$ cat src/rtl/core/cts_pkg.sv
// Package for the cooperative thread scheduler: payload widths, request kinds,
// status codes, controller states and the controller/datapath command types.
// No dependencies.
package cts_pkg;

	localparam int KIND_W         = 4;
	localparam int TGT_W          = 5;
	localparam int SEMH_W         = 3;
	localparam int INIT_W         = 16;
	localparam int STATUS_W       = 3;
	localparam int ID_W           = 5;
	localparam int MAIN_THREAD_ID = 1;

	typedef enum logic [KIND_W-1:0] {
		K_INIT        = 4'd0,
		K_CREATE      = 4'd1,
		K_YIELD       = 4'd2,
		K_JOIN        = 4'd3,
		K_JOIN_ALL    = 4'd4,
		K_EXIT        = 4'd5,
		K_SEM_INIT    = 4'd6,
		K_SEM_SIGNAL  = 4'd7,
		K_SEM_WAIT    = 4'd8,
		K_SEM_DESTROY = 4'd9
	} kind_t;

	typedef enum logic [STATUS_W-1:0] {
		STS_OK        = 3'd0,
		STS_NOT_CHILD = 3'd1,
		STS_SEM_BUSY  = 3'd2,
		STS_NO_THREAD = 3'd3,
		STS_NO_SEM    = 3'd4
	} status_t;

	typedef enum logic [3:0] {
		S_IDLE,
		S_EXEC,
		S_JA_SCAN,
		S_JA_END,
		S_EX_SCAN,
		S_EX_WAKE,
		S_SEM_POP,
		S_DISP_RD,
		S_DISP_WR,
		S_FINISH
	} ctl_state_t;

	typedef enum logic [3:0] {
		OP_NONE,
		OP_LOAD,
		OP_EXEC,
		OP_JA_STEP,
		OP_JA_END,
		OP_EX_STEP,
		OP_EX_WAKE,
		OP_SEM_PUSH,
		OP_DISP_RD,
		OP_DISP_WR,
		OP_RESULT
	} dp_op_t;

	typedef enum logic [2:0] {
		PH_DONE,
		PH_DISPATCH,
		PH_JA,
		PH_EX,
		PH_POP
	} phase_t;

	typedef struct packed {
		dp_op_t op;
	} dp_cmd_t;

	typedef struct packed {
		phase_t exec_next;
		logic   ja_last;
		logic   ex_last;
		logic   ja_take;
		logic   out_free;
	} dp_stat_t;

endpackage

$ cat src/rtl/core/cts_intf.sv
// Valid/ready channel interfaces for scheduler requests and results.
// Depends on cts_pkg.
interface cts_req_if;
	import cts_pkg::*;
	logic                     valid;
	logic                     ready;
	logic [KIND_W-1:0]        kind;
	logic [TGT_W-1:0]         target_thread;
	logic [SEMH_W-1:0]        sem_handle;
	logic signed [INIT_W-1:0] sem_initial;

	modport source (output valid, kind, target_thread, sem_handle, sem_initial, input ready);
	modport sink   (input valid, kind, target_thread, sem_handle, sem_initial, output ready);
endinterface

interface cts_rsp_if;
	import cts_pkg::*;
	logic                valid;
	logic                ready;
	logic [STATUS_W-1:0] status;
	logic [ID_W-1:0]     running_thread;
	logic                idle;
	logic [ID_W-1:0]     new_handle;

	modport source (output valid, status, running_thread, idle, new_handle, input ready);
	modport sink   (input valid, status, running_thread, idle, new_handle, output ready);
endinterface

$ cat src/rtl/core/cooperative_thread_scheduler_top.sv
// Cooperative thread scheduler top level; depends on cts_pkg, cts_intf, cts_ctrl, cts_dpath.
// A request passes the execute and result states; a waking signal adds a wait list pop,
// a dispatch a ready queue read and write; join_all scans the ready queue, dispatching
// if it blocks; exit walks one thread table entry per cycle, wakes the parent, dispatches.
// One request in flight; the next is taken as soon as the result is registered.
// Reset clears all control state at once; no clearing pass is needed.
module cooperative_thread_scheduler_top #(
	parameter int MAX_THREADS    = 16,
	parameter int MAX_SEMAPHORES = 8,
	parameter int COUNT_BITS     = 16
) (
	input  logic       clk,
	input  logic       arst_n,
	cts_req_if.sink    req,
	cts_rsp_if.source  rsp
);
	import cts_pkg::*;

	dp_cmd_t  cmd;
	dp_stat_t stat;

	cts_ctrl u_ctrl (
		.clk      (clk),
		.arst_n   (arst_n),
		.in_valid (req.valid),
		.in_ready (req.ready),
		.stat     (stat),
		.cmd      (cmd)
	);

	cts_dpath #(
		.MAX_THREADS    (MAX_THREADS),
		.MAX_SEMAPHORES (MAX_SEMAPHORES),
		.COUNT_BITS     (COUNT_BITS)
	) u_dpath (
		.clk         (clk),
		.arst_n      (arst_n),
		.cmd         (cmd),
		.stat        (stat),
		.in_kind     (req.kind),
		.in_target   (req.target_thread),
		.in_sem      (req.sem_handle),
		.in_initial  (req.sem_initial),
		.out_valid   (rsp.valid),
		.out_ready   (rsp.ready),
		.out_status  (rsp.status),
		.out_running (rsp.running_thread),
		.out_idle    (rsp.idle),
		.out_handle  (rsp.new_handle)
	);

	// a request transaction closes the request side until its result is registered
	a_one_in_flight: assert property (@(posedge clk) disable iff (!arst_n)
		req.valid && req.ready |=> !req.ready)
		else $error("request accepted while another is in flight");

	// a result cannot appear in the cycle after a request transaction
	a_min_latency: assert property (@(posedge clk) disable iff (!arst_n)
		req.valid && req.ready |=> !$rose(rsp.valid))
		else $error("result registered too early");

	// idle flag tracks the running thread
	a_idle_flag: assert property (@(posedge clk) disable iff (!arst_n)
		rsp.valid |-> (rsp.idle == (rsp.running_thread == '0)))
		else $error("idle flag disagrees with running thread");

endmodule

$ cat src/rtl/core/cts_ctrl.sv
// Scheduler controller: sequences one request through execute, scan, wake,
// semaphore pop, dispatch and result phases. Depends on cts_pkg.
module cts_ctrl (
	input  logic              clk,
	input  logic              arst_n,
	input  logic              in_valid,
	output logic              in_ready,
	input  cts_pkg::dp_stat_t stat,
	output cts_pkg::dp_cmd_t  cmd
);
	import cts_pkg::*;

	ctl_state_t state_q, state_d;

	// state register
	always_ff @(posedge clk or negedge arst_n) begin
		if (!arst_n) begin
			state_q <= S_IDLE;
		end else begin
			state_q <= state_d;
		end
	end

	// next state and datapath command
	always_comb begin
		state_d  = state_q;
		cmd.op   = OP_NONE;
		in_ready = 1'b0;
		case (state_q)
			S_IDLE: begin
				in_ready = 1'b1;
				if (in_valid) begin
					cmd.op  = OP_LOAD;
					state_d = S_EXEC;
				end
			end
			S_EXEC: begin
				cmd.op = OP_EXEC;
				case (stat.exec_next)
					PH_DISPATCH: state_d = S_DISP_RD;
					PH_JA:       state_d = S_JA_SCAN;
					PH_EX:       state_d = S_EX_SCAN;
					PH_POP:      state_d = S_SEM_POP;
					default:     state_d = S_FINISH;
				endcase
			end
			S_JA_SCAN: begin
				cmd.op = OP_JA_STEP;
				if (stat.ja_last) state_d = S_JA_END;
			end
			S_JA_END: begin
				cmd.op  = OP_JA_END;
				state_d = stat.ja_take ? S_DISP_RD : S_FINISH;
			end
			S_EX_SCAN: begin
				cmd.op = OP_EX_STEP;
				if (stat.ex_last) state_d = S_EX_WAKE;
			end
			S_EX_WAKE: begin
				cmd.op  = OP_EX_WAKE;
				state_d = S_DISP_RD;
			end
			S_SEM_POP: begin
				cmd.op  = OP_SEM_PUSH;
				state_d = S_FINISH;
			end
			S_DISP_RD: begin
				cmd.op  = OP_DISP_RD;
				state_d = S_DISP_WR;
			end
			S_DISP_WR: begin
				cmd.op  = OP_DISP_WR;
				state_d = S_FINISH;
			end
			S_FINISH: begin
				if (stat.out_free) begin
					cmd.op  = OP_RESULT;
					state_d = S_IDLE;
				end
			end
			default: state_d = S_IDLE;
		endcase
	end

endmodule

$ cat src/rtl/core/cts_dpath.sv
// Scheduler datapath: ready queue, thread table, semaphore table, semaphore
// wait lists and the result register. Depends on cts_pkg.
module cts_dpath #(
	parameter int MAX_THREADS    = 16,
	parameter int MAX_SEMAPHORES = 8,
	parameter int COUNT_BITS     = 16
) (
	input  logic                                clk,
	input  logic                                arst_n,
	input  cts_pkg::dp_cmd_t                    cmd,
	output cts_pkg::dp_stat_t                   stat,
	input  logic [cts_pkg::KIND_W-1:0]          in_kind,
	input  logic [cts_pkg::TGT_W-1:0]           in_target,
	input  logic [cts_pkg::SEMH_W-1:0]          in_sem,
	input  logic signed [cts_pkg::INIT_W-1:0]   in_initial,
	output logic                                out_valid,
	input  logic                                out_ready,
	output logic [cts_pkg::STATUS_W-1:0]        out_status,
	output logic [cts_pkg::ID_W-1:0]            out_running,
	output logic                                out_idle,
	output logic [cts_pkg::ID_W-1:0]            out_handle
);
	import cts_pkg::*;

	localparam int MT = MAX_THREADS;
	localparam int MS = MAX_SEMAPHORES;
	localparam int CB = COUNT_BITS;
	localparam int TW = $clog2(MAX_THREADS);
	localparam int IW = $clog2(MAX_THREADS + 1);
	localparam int NW = $clog2(MAX_THREADS + 2);
	localparam int SW = (MAX_SEMAPHORES > 1) ? $clog2(MAX_SEMAPHORES) : 1;
	localparam int AW = $clog2(MAX_SEMAPHORES * MAX_THREADS);
	localparam logic signed [CB-1:0] CMAX = {1'b0, {(CB-1){1'b1}}};
	localparam logic signed [CB-1:0] CMIN = {1'b1, {(CB-1){1'b0}}};

	// latched request
	logic [KIND_W-1:0]        kind_q;
	logic [TGT_W-1:0]         tgt_q;
	logic [SEMH_W-1:0]        sh_q;
	logic signed [INIT_W-1:0] init_q;

	// ready queue
	logic [IW-1:0] rq_mem [MT];
	logic [IW-1:0] rq_rdata_q;
	logic [TW-1:0] rhead_q;
	logic [IW-1:0] rcount_q;

	// thread table
	logic [IW-1:0] running_q;
	logic [NW-1:0] next_q;
	logic [IW-1:0] parent_q [MT];
	logic [IW-1:0] waits_q [MT];
	logic [MT-1:0] live_q, fin_q, blk_q;

	// semaphore table and wait lists
	logic signed [CB-1:0] sval_q [MS];
	logic [MS-1:0]        sused_q;
	logic [TW-1:0]        shead_q [MS];
	logic [IW-1:0]        scnt_q [MS];
	logic [IW-1:0]        sw_mem [MS*MT];
	logic [IW-1:0]        sw_rdata_q;

	// scan and result working registers
	logic [IW-1:0]       idx_q;
	logic [IW-1:0]       par_q;
	logic                any_q, jv_q, hc_q;
	logic [STATUS_W-1:0] status_q;
	logic [ID_W-1:0]     handle_q;
	logic                ov_q;
	logic [STATUS_W-1:0] ost_q;
	logic [ID_W-1:0]     orun_q, ohd_q;

	// combinational
	logic [IW-1:0]        main_id;
	logic                 create_ok;
	logic [TW-1:0]        create_slot;
	logic [TGT_W-1:0]     tgt_m1;
	logic [TW-1:0]        tgt_slot;
	logic                 tgt_ok, j_bad1, j_bad2, j_fin, join_block;
	logic [TW-1:0]        run_slot;
	logic [SW-1:0]        si;
	logic                 sem_ok;
	logic signed [CB-1:0] sval_cur, sig_inc, wait_dec, init_clamp;
	logic signed [32:0]   init_x;
	logic [TW-1:0]        shead_cur;
	logic [IW-1:0]        scnt_cur;
	logic                 sig_pop, wait_block, wait_store;
	logic                 free_found;
	logic [SW-1:0]        free_idx;
	logic [AW-1:0]        sw_base, sw_raddr, sw_waddr;
	logic [IW:0]          stail_sum, rtail_sum, rptr_sum;
	logic [TW-1:0]        stail, rtail, ja_ptr;
	logic [IW-1:0]        ja_id;
	logic [TW-1:0]        ja_slot, ex_slot, par_slot;
	logic                 ja_hit, ex_live, hit_par, hit_me, par_ok, wake, wake_clear;
	logic [IW-1:0]        new_par;
	logic                 push_req, rq_we, sw_we;
	logic [IW-1:0]        push_id;
	logic [TW-1:0]        rq_raddr;
	phase_t               phase;

	assign main_id = IW'(MAIN_THREAD_ID);

	// create
	assign create_ok   = (next_q != '0) && (32'(next_q) <= MT);
	assign create_slot = TW'(next_q - NW'(1));

	// join checks
	assign tgt_m1     = tgt_q - TGT_W'(1);
	assign tgt_slot   = TW'(tgt_m1);
	assign tgt_ok     = (tgt_q != '0) && (32'(tgt_q) <= MT);
	assign j_bad1     = !tgt_ok || !live_q[tgt_slot];
	assign j_fin      = fin_q[tgt_slot];
	assign j_bad2     = (running_q == '0) || (parent_q[tgt_slot] != running_q);
	assign join_block = !j_bad1 && !j_fin && !j_bad2;
	assign run_slot   = TW'(running_q - IW'(1));

	// semaphore select and saturating count
	assign si        = SW'(sh_q);
	assign sem_ok    = (32'(sh_q) < MS) && sused_q[si];
	assign sval_cur  = sval_q[si];
	assign shead_cur = shead_q[si];
	assign scnt_cur  = scnt_q[si];
	assign sig_inc   = (sval_cur == CMAX) ? sval_cur : sval_cur + CB'(1);
	assign wait_dec  = (sval_cur == CMIN) ? sval_cur : sval_cur - CB'(1);
	assign init_x    = 33'(init_q);
	assign init_clamp = (init_x > 33'(CMAX)) ? CMAX :
	                    (init_x < 33'(CMIN)) ? CMIN : CB'(init_x);
	assign sig_pop    = sem_ok && (sig_inc[CB-1] || sig_inc == '0) && (scnt_cur != '0);
	assign wait_block = sem_ok && wait_dec[CB-1] && (running_q != '0);
	assign wait_store = wait_block && (scnt_cur < IW'(MT));

	// wait list addressing
	assign stail_sum = (IW+1)'(shead_cur) + (IW+1)'(scnt_cur);
	assign stail     = (stail_sum >= (IW+1)'(MT)) ? TW'(stail_sum - (IW+1)'(MT))
	                                              : TW'(stail_sum);
	assign sw_base   = AW'(32'(si) * MT);
	assign sw_raddr  = sw_base + AW'(shead_cur);
	assign sw_waddr  = sw_base + AW'(stail);

	// ready queue addressing
	assign rtail_sum = (IW+1)'(rhead_q) + (IW+1)'(rcount_q);
	assign rtail     = (rtail_sum >= (IW+1)'(MT)) ? TW'(rtail_sum - (IW+1)'(MT))
	                                              : TW'(rtail_sum);
	assign rptr_sum  = (IW+1)'(rhead_q) + (IW+1)'(idx_q);
	assign ja_ptr    = (rptr_sum >= (IW+1)'(MT)) ? TW'(rptr_sum - (IW+1)'(MT))
	                                             : TW'(rptr_sum);

	// first free semaphore
	always_comb begin
		free_found = 1'b0;
		free_idx   = '0;
		for (int i = MS - 1; i >= 0; i--) begin
			if (!sused_q[i]) begin
				free_found = 1'b1;
				free_idx   = SW'(i);
			end
		end
	end

	// join_all: ready entry read last cycle is a child of the running thread
	assign ja_id   = rq_rdata_q;
	assign ja_slot = TW'(ja_id - IW'(1));
	assign ja_hit  = jv_q && (ja_id != '0) && live_q[ja_slot] && !fin_q[ja_slot]
	                 && (parent_q[ja_slot] == running_q);

	// exit: thread table walk and parent wake-up
	assign ex_slot    = idx_q[TW-1:0];
	assign ex_live    = live_q[ex_slot] && !fin_q[ex_slot];
	assign hit_par    = ex_live && (parent_q[ex_slot] == par_q);
	assign hit_me     = ex_live && (parent_q[ex_slot] == running_q);
	assign new_par    = (running_q == main_id) ? '0 : main_id;
	assign par_ok     = (par_q != '0) && (32'(par_q) <= MT);
	assign par_slot   = TW'(par_q - IW'(1));
	assign wake_clear = par_ok && blk_q[par_slot] && (waits_q[par_slot] == running_q);
	assign wake       = par_ok && blk_q[par_slot] && (wake_clear || !hc_q);

	// phase decision, queue pushes and memory ports
	always_comb begin
		phase    = PH_DONE;
		push_req = 1'b0;
		push_id  = '0;
		sw_we    = 1'b0;
		rq_raddr = rhead_q;
		case (cmd.op)
			OP_EXEC: begin
				case (kind_t'(kind_q))
					K_CREATE: begin
						if (create_ok) begin
							push_req = 1'b1;
							push_id  = IW'(next_q);
						end
					end
					K_YIELD: begin
						if (running_q != '0) begin
							push_req = 1'b1;
							push_id  = running_q;
						end
						phase = PH_DISPATCH;
					end
					K_JOIN:       if (join_block) phase = PH_DISPATCH;
					K_JOIN_ALL:   if (running_q != '0) phase = PH_JA;
					K_EXIT:       if (running_q != '0) phase = PH_EX;
					K_SEM_SIGNAL: if (sig_pop) phase = PH_POP;
					K_SEM_WAIT: begin
						if (wait_block) phase = PH_DISPATCH;
						sw_we = wait_store;
					end
					default: phase = PH_DONE;
				endcase
			end
			OP_JA_STEP: rq_raddr = ja_ptr;
			OP_EX_WAKE: begin
				push_req = wake;
				push_id  = par_q;
			end
			OP_SEM_PUSH: begin
				push_req = 1'b1;
				push_id  = sw_rdata_q;
			end
			default: push_req = 1'b0;
		endcase
	end

	assign rq_we = push_req && (rcount_q < IW'(MT));

	assign stat.exec_next = phase;
	assign stat.ja_last   = (idx_q >= rcount_q);
	assign stat.ex_last   = (idx_q == IW'(MT - 1));
	assign stat.ja_take   = any_q || ja_hit;
	assign stat.out_free  = !ov_q || out_ready;

	// ready queue memory
	always_ff @(posedge clk) begin
		if (rq_we) rq_mem[rtail] <= push_id;
		rq_rdata_q <= rq_mem[rq_raddr];
	end

	// semaphore wait list memory
	always_ff @(posedge clk) begin
		if (sw_we) sw_mem[sw_waddr] <= running_q;
		sw_rdata_q <= sw_mem[sw_raddr];
	end

	// request latch, parents and counts (no reset: written before read)
	always_ff @(posedge clk) begin
		if (cmd.op == OP_LOAD) begin
			kind_q <= in_kind;
			tgt_q  <= in_target;
			sh_q   <= in_sem;
			init_q <= in_initial;
		end
		if (cmd.op == OP_EXEC) begin
			case (kind_t'(kind_q))
				// the main thread starts with no parent
				K_INIT:       parent_q[TW'(MAIN_THREAD_ID - 1)] <= '0;
				K_CREATE:     if (create_ok) parent_q[create_slot] <= running_q;
				K_SEM_INIT:   if (free_found) sval_q[free_idx] <= init_clamp;
				K_SEM_SIGNAL: if (sem_ok) sval_q[si] <= sig_inc;
				K_SEM_WAIT:   if (sem_ok) sval_q[si] <= wait_dec;
				default:      ;
			endcase
		end
		if (cmd.op == OP_EX_STEP && hit_me) parent_q[ex_slot] <= new_par;
	end

	// control and table state
	always_ff @(posedge clk or negedge arst_n) begin
		if (!arst_n) begin
			rhead_q   <= '0;
			rcount_q  <= '0;
			running_q <= '0;
			next_q    <= NW'(1);
			live_q    <= '0;
			fin_q     <= '0;
			blk_q     <= '0;
			sused_q   <= '0;
			for (int i = 0; i < MT; i++) waits_q[i] <= '0;
			for (int i = 0; i < MS; i++) begin
				shead_q[i] <= '0;
				scnt_q[i]  <= '0;
			end
			idx_q    <= '0;
			par_q    <= '0;
			any_q    <= 1'b0;
			jv_q     <= 1'b0;
			hc_q     <= 1'b0;
			status_q <= STS_OK;
			handle_q <= '0;
			ov_q     <= 1'b0;
			ost_q    <= STS_OK;
			orun_q   <= '0;
			ohd_q    <= '0;
		end else begin
			case (cmd.op)
				OP_LOAD: begin
					status_q <= STS_OK;
					handle_q <= '0;
					idx_q    <= '0;
					any_q    <= 1'b0;
					jv_q     <= 1'b0;
					hc_q     <= 1'b0;
				end
				OP_EXEC: begin
					case (kind_t'(kind_q))
						K_INIT: begin
							rhead_q   <= '0;
							rcount_q  <= '0;
							live_q    <= MT'(1);
							fin_q     <= '0;
							blk_q     <= '0;
							sused_q   <= '0;
							for (int i = 0; i < MT; i++) waits_q[i] <= '0;
							for (int i = 0; i < MS; i++) begin
								shead_q[i] <= '0;
								scnt_q[i]  <= '0;
							end
							running_q <= main_id;
							next_q    <= NW'(2);
							handle_q  <= ID_W'(MAIN_THREAD_ID);
						end
						K_CREATE: begin
							if (create_ok) begin
								handle_q               <= ID_W'(next_q);
								live_q[create_slot]    <= 1'b1;
								fin_q[create_slot]     <= 1'b0;
								blk_q[create_slot]     <= 1'b0;
								waits_q[create_slot]   <= '0;
								next_q                 <= next_q + NW'(1);
							end else begin
								status_q <= STS_NO_THREAD;
							end
						end
						K_JOIN: begin
							if (j_bad1 || (!j_fin && j_bad2)) status_q <= STS_NOT_CHILD;
							if (join_block) begin
								waits_q[run_slot] <= IW'(tgt_q);
								blk_q[run_slot]   <= 1'b1;
							end
						end
						K_EXIT: begin
							if (running_q != '0) begin
								fin_q[run_slot] <= 1'b1;
								par_q           <= parent_q[run_slot];
							end
						end
						K_SEM_INIT: begin
							if (free_found) begin
								sused_q[free_idx] <= 1'b1;
								shead_q[free_idx] <= '0;
								scnt_q[free_idx]  <= '0;
								handle_q          <= ID_W'(free_idx);
							end else begin
								status_q <= STS_NO_SEM;
							end
						end
						K_SEM_SIGNAL: begin
							if (sig_pop) begin
								shead_q[si] <= (shead_cur == TW'(MT - 1)) ? '0
								               : shead_cur + TW'(1);
								scnt_q[si]  <= scnt_cur - IW'(1);
							end
						end
						K_SEM_WAIT: begin
							if (wait_store) scnt_q[si] <= scnt_cur + IW'(1);
						end
						K_SEM_DESTROY: begin
							if (sem_ok) begin
								if (scnt_cur != '0) status_q <= STS_SEM_BUSY;
								else sused_q[si] <= 1'b0;
							end
						end
						default: ;
					endcase
				end
				OP_JA_STEP: begin
					if (ja_hit) any_q <= 1'b1;
					jv_q  <= (idx_q < rcount_q);
					idx_q <= idx_q + IW'(1);
				end
				OP_JA_END: begin
					if (any_q || ja_hit) blk_q[run_slot] <= 1'b1;
				end
				OP_EX_STEP: begin
					if (hit_par) hc_q <= 1'b1;
					idx_q <= idx_q + IW'(1);
				end
				OP_EX_WAKE: begin
					if (wake) blk_q[par_slot] <= 1'b0;
					if (wake_clear) waits_q[par_slot] <= '0;
				end
				OP_DISP_WR: begin
					if (rcount_q == '0) begin
						running_q <= '0;
					end else begin
						running_q <= rq_rdata_q;
						rhead_q   <= (rhead_q == TW'(MT - 1)) ? '0 : rhead_q + TW'(1);
						rcount_q  <= rcount_q - IW'(1);
					end
				end
				default: ;
			endcase

			// append to the ready queue
			if (rq_we) rcount_q <= rcount_q + IW'(1);

			// result register
			if (cmd.op == OP_RESULT) begin
				ov_q   <= 1'b1;
				ost_q  <= status_q;
				orun_q <= ID_W'(running_q);
				ohd_q  <= handle_q;
			end else if (ov_q && out_ready) begin
				ov_q <= 1'b0;
			end
		end
	end

	assign out_valid   = ov_q;
	assign out_status  = ost_q;
	assign out_running = orun_q;
	assign out_idle    = (orun_q == '0);
	assign out_handle  = ohd_q;

endmodule
$ cat src/flat_wrapper.sv
// flat-port wrapper written by rule: the top's interface ports become plain ports
module cooperative_thread_scheduler_top_flat import cts_pkg::*;
#(
	parameter int MAX_THREADS    = 16,
	parameter int MAX_SEMAPHORES = 8,
	parameter int COUNT_BITS     = 16
)
  (clk, arst_n, req_valid, req_kind, req_target_thread, req_sem_handle, req_sem_initial, req_ready, rsp_valid, rsp_status, rsp_running_thread, rsp_idle, rsp_new_handle, rsp_ready);
  cts_req_if req_i ();
  cts_rsp_if rsp_i ();
  input  logic clk;
  input  logic arst_n;
  input wire logic [$bits(req_i.valid)-1:0] req_valid;
  input wire logic [$bits(req_i.kind)-1:0] req_kind;
  input wire logic [$bits(req_i.target_thread)-1:0] req_target_thread;
  input wire logic [$bits(req_i.sem_handle)-1:0] req_sem_handle;
  input wire logic [$bits(req_i.sem_initial)-1:0] req_sem_initial;
  output wire logic [$bits(req_i.ready)-1:0] req_ready;
  output wire logic [$bits(rsp_i.valid)-1:0] rsp_valid;
  output wire logic [$bits(rsp_i.status)-1:0] rsp_status;
  output wire logic [$bits(rsp_i.running_thread)-1:0] rsp_running_thread;
  output wire logic [$bits(rsp_i.idle)-1:0] rsp_idle;
  output wire logic [$bits(rsp_i.new_handle)-1:0] rsp_new_handle;
  input wire logic [$bits(rsp_i.ready)-1:0] rsp_ready;
  assign req_i.valid = req_valid;
  assign req_i.kind = req_kind;
  assign req_i.target_thread = req_target_thread;
  assign req_i.sem_handle = req_sem_handle;
  assign req_i.sem_initial = req_sem_initial;
  assign req_ready = req_i.ready;
  assign rsp_valid = rsp_i.valid;
  assign rsp_status = rsp_i.status;
  assign rsp_running_thread = rsp_i.running_thread;
  assign rsp_idle = rsp_i.idle;
  assign rsp_new_handle = rsp_i.new_handle;
  assign rsp_i.ready = rsp_ready;
  cooperative_thread_scheduler_top #(.MAX_THREADS(MAX_THREADS), .MAX_SEMAPHORES(MAX_SEMAPHORES), .COUNT_BITS(COUNT_BITS)) u_core (.clk(clk), .arst_n(arst_n), .req(req_i), .rsp(rsp_i));
endmodule
$ cat config.mk
export PLATFORM = sky130hd
export DESIGN_NAME = cooperative_thread_scheduler_top_flat
export DESIGN_NICKNAME = d
export VERILOG_FILES = /design/src/rtl/core/cts_pkg.sv /design/src/rtl/core/cts_intf.sv /design/src/rtl/core/cooperative_thread_scheduler_top.sv /design/src/rtl/core/cts_ctrl.sv /design/src/rtl/core/cts_dpath.sv /design/src/flat_wrapper.sv
export SDC_FILE = /design/constraint.sdc
export NUM_CORES = 2
export LEC_CHECK = 0
export BUFFER_PORTS_ARGS = -buffer_cell sky130_fd_sc_hd__buf_2
export CAP_MARGIN = 10
export CORE_MARGIN = 2
export CORE_UTILIZATION = 30
export DETAILED_ROUTE_END_ITERATION = 6
export GPL_ROUTABILITY_DRIVEN = 0
export PLACE_DENSITY = 0.53
export RECOVER_POWER = 50
export SYNTH_ARGS = -nofsm -noshare
export SYNTH_HDL_FRONTEND = slang
export SYNTH_SLANG_ARGS = --single-unit
export TNS_END_PERCENT = 10
$ cat constraint.sdc
create_clock -name clk -period 15.1 [get_ports clk]
set_input_delay 3.02 -clock clk [delete_from_list [all_inputs] [get_ports clk]]
set_output_delay 3.02 -clock clk [all_outputs]
set_load 0.01 [all_outputs]
## After elaboration in Yosys (flattened, before gate mapping)

Memory sizes are Yosys's and may differ from the RTL's. A register that Yosys moved wholly into a read port is not among the register bits.
Index checks and enable logic that the tools add are counted.

- Equal/unequal tests: 73
- Add/subtract/negate cells: 23
- Reductions and logical operators: 98
- Multiplexer cells: 200
- Bitwise gates (word level): 25
- $lt $le $gt $ge: 35

Operator list:

| kind | count |
|---|---|
| two-way mux 80 bit | 3 |
| one-hot mux 80 bit (3 select lines) | 1 |
| two-way mux 16 bit | 13 |
| bitwise AND 80 bit | 2 |
| NOT 80 bit | 2 |
| one-hot mux 40 bit (4 select lines) | 1 |
| one-hot mux 80 bit (2 select lines) | 1 |
| one-hot mux 16 bit (3 select lines) | 3 |
| two-way mux 40 bit | 3 |
| two-way mux 5 bit | 21 |
| one-hot mux 32 bit (3 select lines) | 1 |
| bitwise mux 40 bit | 2 |
| bitwise mux 80 bit | 1 |
| two-way mux 4 bit | 20 |
| two-way mux 32 bit | 2 |
| demux 5 bit (select 4 bit) | 3 |
| two-way mux 1 bit | 60 |
| one-hot mux 5 bit (2 select lines) | 6 |
| two-way mux 3 bit | 17 |
| bitwise AND 16 bit | 3 |
| == test 4 x 3 -> 1 bit, second input constant | 12 |
| bitwise OR 16 bit | 3 |
| bitwise AND 40 bit | 1 |
| NOT 40 bit | 1 |
| 92 further kinds | 272 |

- Output and inout port bits: 16
- Input port bits: 32
- Bits in registers: 289
- Memories: 4
- Memory bits (writable): 928
- Word-level logic and storage cells: 513

Memories:

| memory | words | bits a word | read ports | clocked after memory_dff | wr ports | line | text |
|---|---|---|---|---|---|---|---|
| u_core.u_dpath.sw_mem | 128 | 5 | 1 | 1 | 1 | cts_dpath.sv:60 | `logic [IW-1:0] sw_mem [MS*MT];` |
| u_core.u_dpath.sval_q | 8 | 16 | 1 | 1 | 1 | cts_dpath.sv:56 | `logic signed [CB-1:0] sval_q [MS];` |
| u_core.u_dpath.parent_q | 16 | 5 | 4 | 1 | 1 | cts_dpath.sv:51 | `logic [IW-1:0] parent_q [MT];` |
| u_core.u_dpath.rq_mem | 16 | 5 | 1 | 1 | 1 | cts_dpath.sv:43 | `logic [IW-1:0] rq_mem [MT];` |

## Longest topological paths before layout

- Depth in word-level cells: 17
- Gate-level depth with buffers: 19
- Mapped depth without buffers: 14

## Cells and area by module

From an unflattened synthesis, not the netlist that was laid out.

- Cells, all modules: 4655
- Area, all modules: 57585.2 µm²

Modules (own cells, without submodules):

| module | sequential area each (µm²) | cells an instance | instances | area an instance (µm²) |
|---|---|---|---|---|
| cts_dpath | 35525.3 | 4594 | 1 | 57166.1 |
| cts_ctrl | 100.1 | 61 | 1 | 419.2 |

## Worst setup path before layout

No wires, ideal clock.

- Path type: reg-to-reg
- Start point: register u_core.u_dpath.running_q[0]
- End point: register u_core.u_dpath.blk_q[10]
- Setup time: 0.126 ns
- Data required time: 14.974 ns
- Path buffers: 4
- Slack: 9.565 ns
- Stages on the path, launching flop included: 15
- Arrival time: 5.408 ns
- Clock period less this slack: 5.535 ns
- Path through: dfrtp_1 -> clkbuf_1 -> clkbuf_1 -> inv_1 -> ha_1 -> clkbuf_1 -> and2_1 -> or3_1 -> a221oi_2 -> nand2_1 -> or3_1 -> a32o_1 -> clkbuf_1 -> o21ai_0 -> o2bb2a_1

- Cells in the longest elaborated chain, start to end: 9
- Elaborated cells on any way between the ends: 27
- Classes of those cells: add/sub (1); order compare (2); eq/ne (6); mux (6); bitwise (1); reduce/logical (11)

Ends and longest elaborated chain:

| what | line | text |
|---|---|---|
| start: declaration | cts_dpath.sv:49 | `logic [IW-1:0] running_q;` |
| start signal: assignment | cts_dpath.sv:318 | `running_q <= main_id;` |
| start signal: assignment | cts_dpath.sv:396 | `running_q <= rq_rdata_q;` |
| subtractor 4 x 1 -> 4 bit | cts_dpath.sv:116 | `assign run_slot = TW'(running_q - IW'(1));` |
| less-than comparator 4 x 5 -> 1 bit (not written as such) or >= comparator 4 x 1 -> 1 bit (tied branches) | cts_dpath.sv:338, cts_dpath.sv:382 |  |
| logical AND 1 bit (not written as such) | cts_dpath.sv:338, cts_dpath.sv:382 |  |
| two-way mux 1 bit (not written as such) | cts_dpath.sv:338, cts_dpath.sv:382 |  |
| demux 1 bit (select 4 bit) | cts_dpath.sv:338, cts_dpath.sv:382 |  |
| bitwise OR 16 bit (no source line) | -- |  |
| two-way mux 16 bit | cts_dpath.sv:336 | `if (join_block) begin` |
| one-hot mux 16 bit (3 select lines) | cts_dpath.sv:305 | `case (kind_t'(kind_q))` |
| one-hot mux 16 bit (3 select lines) | cts_dpath.sv:295 | `case (cmd.op)` |
| end signal: assignment | cts_dpath.sv:311 | `blk_q <= '0;` |
| end signal: indexed assignment | cts_dpath.sv:327 | `blk_q[create_slot] <= 1'b0;` |
| end signal: indexed assignment | cts_dpath.sv:338 | `blk_q[run_slot] <= 1'b1;` |
| end: declaration | cts_dpath.sv:53 | `logic [MT-1:0] live_q, fin_q, blk_q;` |

Parallel ways exist; a longest one is shown, timed or not. The select of a mux whose other input is x is not followed.
A chain may end at the register's enable or synchronous reset.

==> impl_metrics.py <==
metrics = {
    "clock_network": {
        "clock_sinks": 1235,
        "cts_root_buf": "clkbuf_16",
        "path_clk_slew_ps": 60,
        "cts.path.max_buffers": 3,
        "post_cts_resized": 0,
        "cts_tree": "yes",
        "clk_latency_ps": 800,
        "post_cts_buffers": 0,
        "ctsHoldBuffers": 0,
        "htreeDepth": 4,
        "cts_buffers": 135,
    },
    "synthesis": {
        "syn_nets": 4814,
        "syn-cell-area_um2": 57200,
        "async_flop_share_pct": 21.5,
        "ys_types": 93,
        "syn_inst": 4737,
        "synth-edff-count": 956,
        "synth-main-ff-cell": "edfxtp_1",
        "ys_ff_latch": 1235,
        "ys_warn_count": 0,
        "synth_seq_area_share_pct": 62.2,
        "syn-mean-instance-area_um2": 12.1,
    },
    "global_route": {
        "antenna_found_initial": 2,
        "grt_pass1_vias": 39100,
        "grt_max_degree": 143,
        "overflow": 0,
        "grt_pass1_wl_um": 258000,
        "groute.usage.overall_pct": 17.6,
    },
    "timing": {
        "finClkSkew_ps": 51.0,
        "period_minus_slack_ps": 8130,
        "rsz0062_at_grt": "no",
        "worstMarginPinSlew_ps": 5940,
        "fmax_ghz": 0.123,
        "final_max_slew_viol_count": 784,
        "setup_viol": 0,
        "whs_ps": 474,
        "fin_crit_sh_pct": 53.8,
        "totalNegativeSetupSlack_ps": 0,
        "finalHoldViolations": 0,
        "slew_headroom_pct": -296,
    },
    "floorplanning": {
        "dieArea_um2": 194000,
        "rows": 160,
        "io_pins": 48,
        "die_w_um": 441,
        "core_area_um2": 190000,
        "start_util_pct": 30.2,
        "fp.dieH_um": 441,
    },
    "critical_path": {
        "critPathMaxFanout": 105,
        "r2r_setup_slack_ps": 7490,
        "cpMostUsedCell": "buf_4",
        "r2r_start": "u_core.u_dpath.sh_q[1]",
        "start_kind": "primary input",
        "max_stage_delay_ps": 4080,
        "worstSetupEndpointType": "asynchronous set/reset pin",
        "critPathKind": "in -> async",
        "r2r-end": "u_core.u_dpath.sw_mem[40][3]",
        "required_ps": 15950,
        "crit_path_cell_trace": "clkbuf_1, buf_4, buf_4",
        "cp_slowest_cell": "clkbuf_1",
        "worstPathArrival_ps": 8980,
        "ff2ff_path_depth": 12,
    },
    "power": {
        "power_density_nw_per_um2": 181,
        "leakagePower_nw": 22.3,
        "ir_drop_v": 0.000140,
    },
    "placement": {
        "dpl.hpwl_um": 110000,
        "placed_cells": 7088,
        "io_buffers": 47,
    },
    "final_layout": {
        "drive_above_1_share_pct": 12.3,
        "area_growth_pct": 13.3,
        "nets": 4793,
        "layoutNonFillerInstCount": 7340,
    },
    "routing": {
        "wl_per_cell_um": 23.6,
        "wl_um": 173000,
        "drt_iter0_drc": 4546,
        "drc": 0,
        "first_pass_iters": 6,
        "ant_nets": 0,
        "vias": 39800,
        "avgViaCountPerCell": 5.42,
    },
    "flow_run": {
        "maxCapViolations": 14,
    },
    "worst_hold_path": {
        "min-delay-start": "u_core.u_dpath.waits_q[76]",
        "hold_class": "reg -> reg",
        "min_path_cells": 2,
        "holdPathEnd": "u_core.u_dpath.waits_q[76]",
    },
    "outcome": {
        "status": "finished with violations",
        "violations": "max-capacitance violations, max-slew violations",
    },
}
## synthesized netlist by cell type, types with 19 or more instances
cell type / instances / area [um^2]
nand2_1: 1002 / 3760
edfxtp_1: 956 / 28700
nand3_1: 355 / 1780
nor2_1: 314 / 1180
dfrtp_1: 265 / 6630
clkbuf_1: 245 / 920
o21ai_0: 226 / 1130
mux4_2: 186 / 4190
a31oi_1: 133 / 832
a311oi_1: 103 / 902
a21oi_1: 88 / 440
and3_1: 60 / 375
inv_1: 57 / 214
xnor2_1: 56 / 490
nor3_1: 52 / 260
ha_1: 42 / 526
o22ai_1: 37 / 231
buf_1: 35 / 131
mux2i_1: 32 / 320
mux2_2: 30 / 338
a211oi_1: 26 / 195
and2_1: 26 / 163
nor2b_1: 26 / 163
o2bb2ai_1: 23 / 201
nand4_1: 21 / 131
xor2_1: 20 / 175
a21o_1: 19 / 143
## metal layers
metal | wire, um | global-route usage, %
met3 | 11700 | 2.99
met1 | 75300 | 24.2
met5 | 0 | 0.0993
met4 | 6190 | 6.58
met2 | 80100 | 27.9
## registers in the layout (all words and copies together), names as in the netlist, 8 cells and up, named ones only
register	flops
u_core.u_dpath.live_q	16
u_core.u_dpath.scnt_q	40
u_core.u_dpath.shead_q	32
u_core.u_dpath.init_q	16
u_core.u_dpath.parent_q	80
u_core.u_dpath.fin_q	16
u_core.u_dpath.blk_q	16
u_core.u_dpath.waits_q	80
u_core.u_dpath.sused_q	8
u_core.u_dpath.rq_mem	80
u_core.u_dpath.sw_mem	640
u_core.u_dpath.sval_q	128
## worst max-delay path, delay by kind of cell
family	cells	cell delay, ps
buffers and inverters	3	5800
## cell usage in the layout, fill, tap and decap left out, drive strengths merged, types with 37 or more instances in the layout
cell type	n
a311oi	103
nor2	314
o21ai	228
a21oi	88
buf	106
dfrtp	265
mux4	186
ha	42
clkinv	51
nand2	1002
xnor2	56
a31oi	133
nor3	58
clkbuf	211
o22ai	37
edfxtp	956
inv	66
and3	60
nand3	356
## worst max-delay path by stage
stage,start,to,slack [ps],depth (start not counted)
final,arst_n,u_core.u_dpath.running_q[1],6970,3
after detailed placement,u_core.u_dpath.sh_q[0],u_core.u_dpath.sw_mem[73][2],8530,12
after global routing,arst_n,u_core.u_dpath.running_q[1],5860,3
after CTS,u_core.u_dpath.sh_q[0],u_core.u_dpath.sw_mem[73][2],8500,12
after global placement,u_core.u_dpath.sh_q[0],u_core.u_dpath.sw_mem[77][1],8560,12
after floorplan,u_core.u_dpath.running_q[0],u_core.u_dpath.blk_q[10],9570,14
## where the power goes
part / switching (mW) / internal [mW]
Clock: 1.41 / 2.05
Combinational: 2.71 / 1.18
Sequential: 0.261 / 4.10
Total: 4.38 / 7.34
## per-stage QoR
stage / utilization [%] / cell area [um^2] / worst slack [ps] / total power, mW
2_1_floorplan: - / 57200 / 9570 / 6.85
3_3_place_gp: 31.8 / 60300 / 8560 / 8.26
3_5_place_dp: 31.8 / 60300 / 8530 / 8.27
4_1_cts: 34.2 / 65000 / 8500 / 11.7
5_1_grt: 34.2 / 64900 / 5860 / 12.2
6_report: 34.2 / 64900 / 6970 / 11.7
## area by class of cell
| cell class | count | area (um^2) |
|---|---|---|
| clock buffers | 171 | 3710 |
| flip-flops and latches | 1235 | 35600 |
| fillers | 18700 | 125000 |
| well taps | 2511 | 3140 |
| clock inverters | 76 | 957 |
| repair buffers | 146 | 921 |
| inverters | 62 | 244 |
| multi-input cells | 3136 | 20300 |
| diodes | 3 | 7.51 |
## cell families after synthesis
logic type / Yosys count / synth area share [%]
buffers and inverters: 366 / 2.55
multiplexers: 251 / 8.56
AND/OR/NAND/NOR: 1971 / 15.2
adder cells (fa/ha/maj): 45 / 1.02
XOR/XNOR: 76 / 1.16
flip-flops: 1235 / 62.2
AO/OA/AOI/OAI: 793 / 9.26
Note: power is estimated with default switching activity, not from simulation.
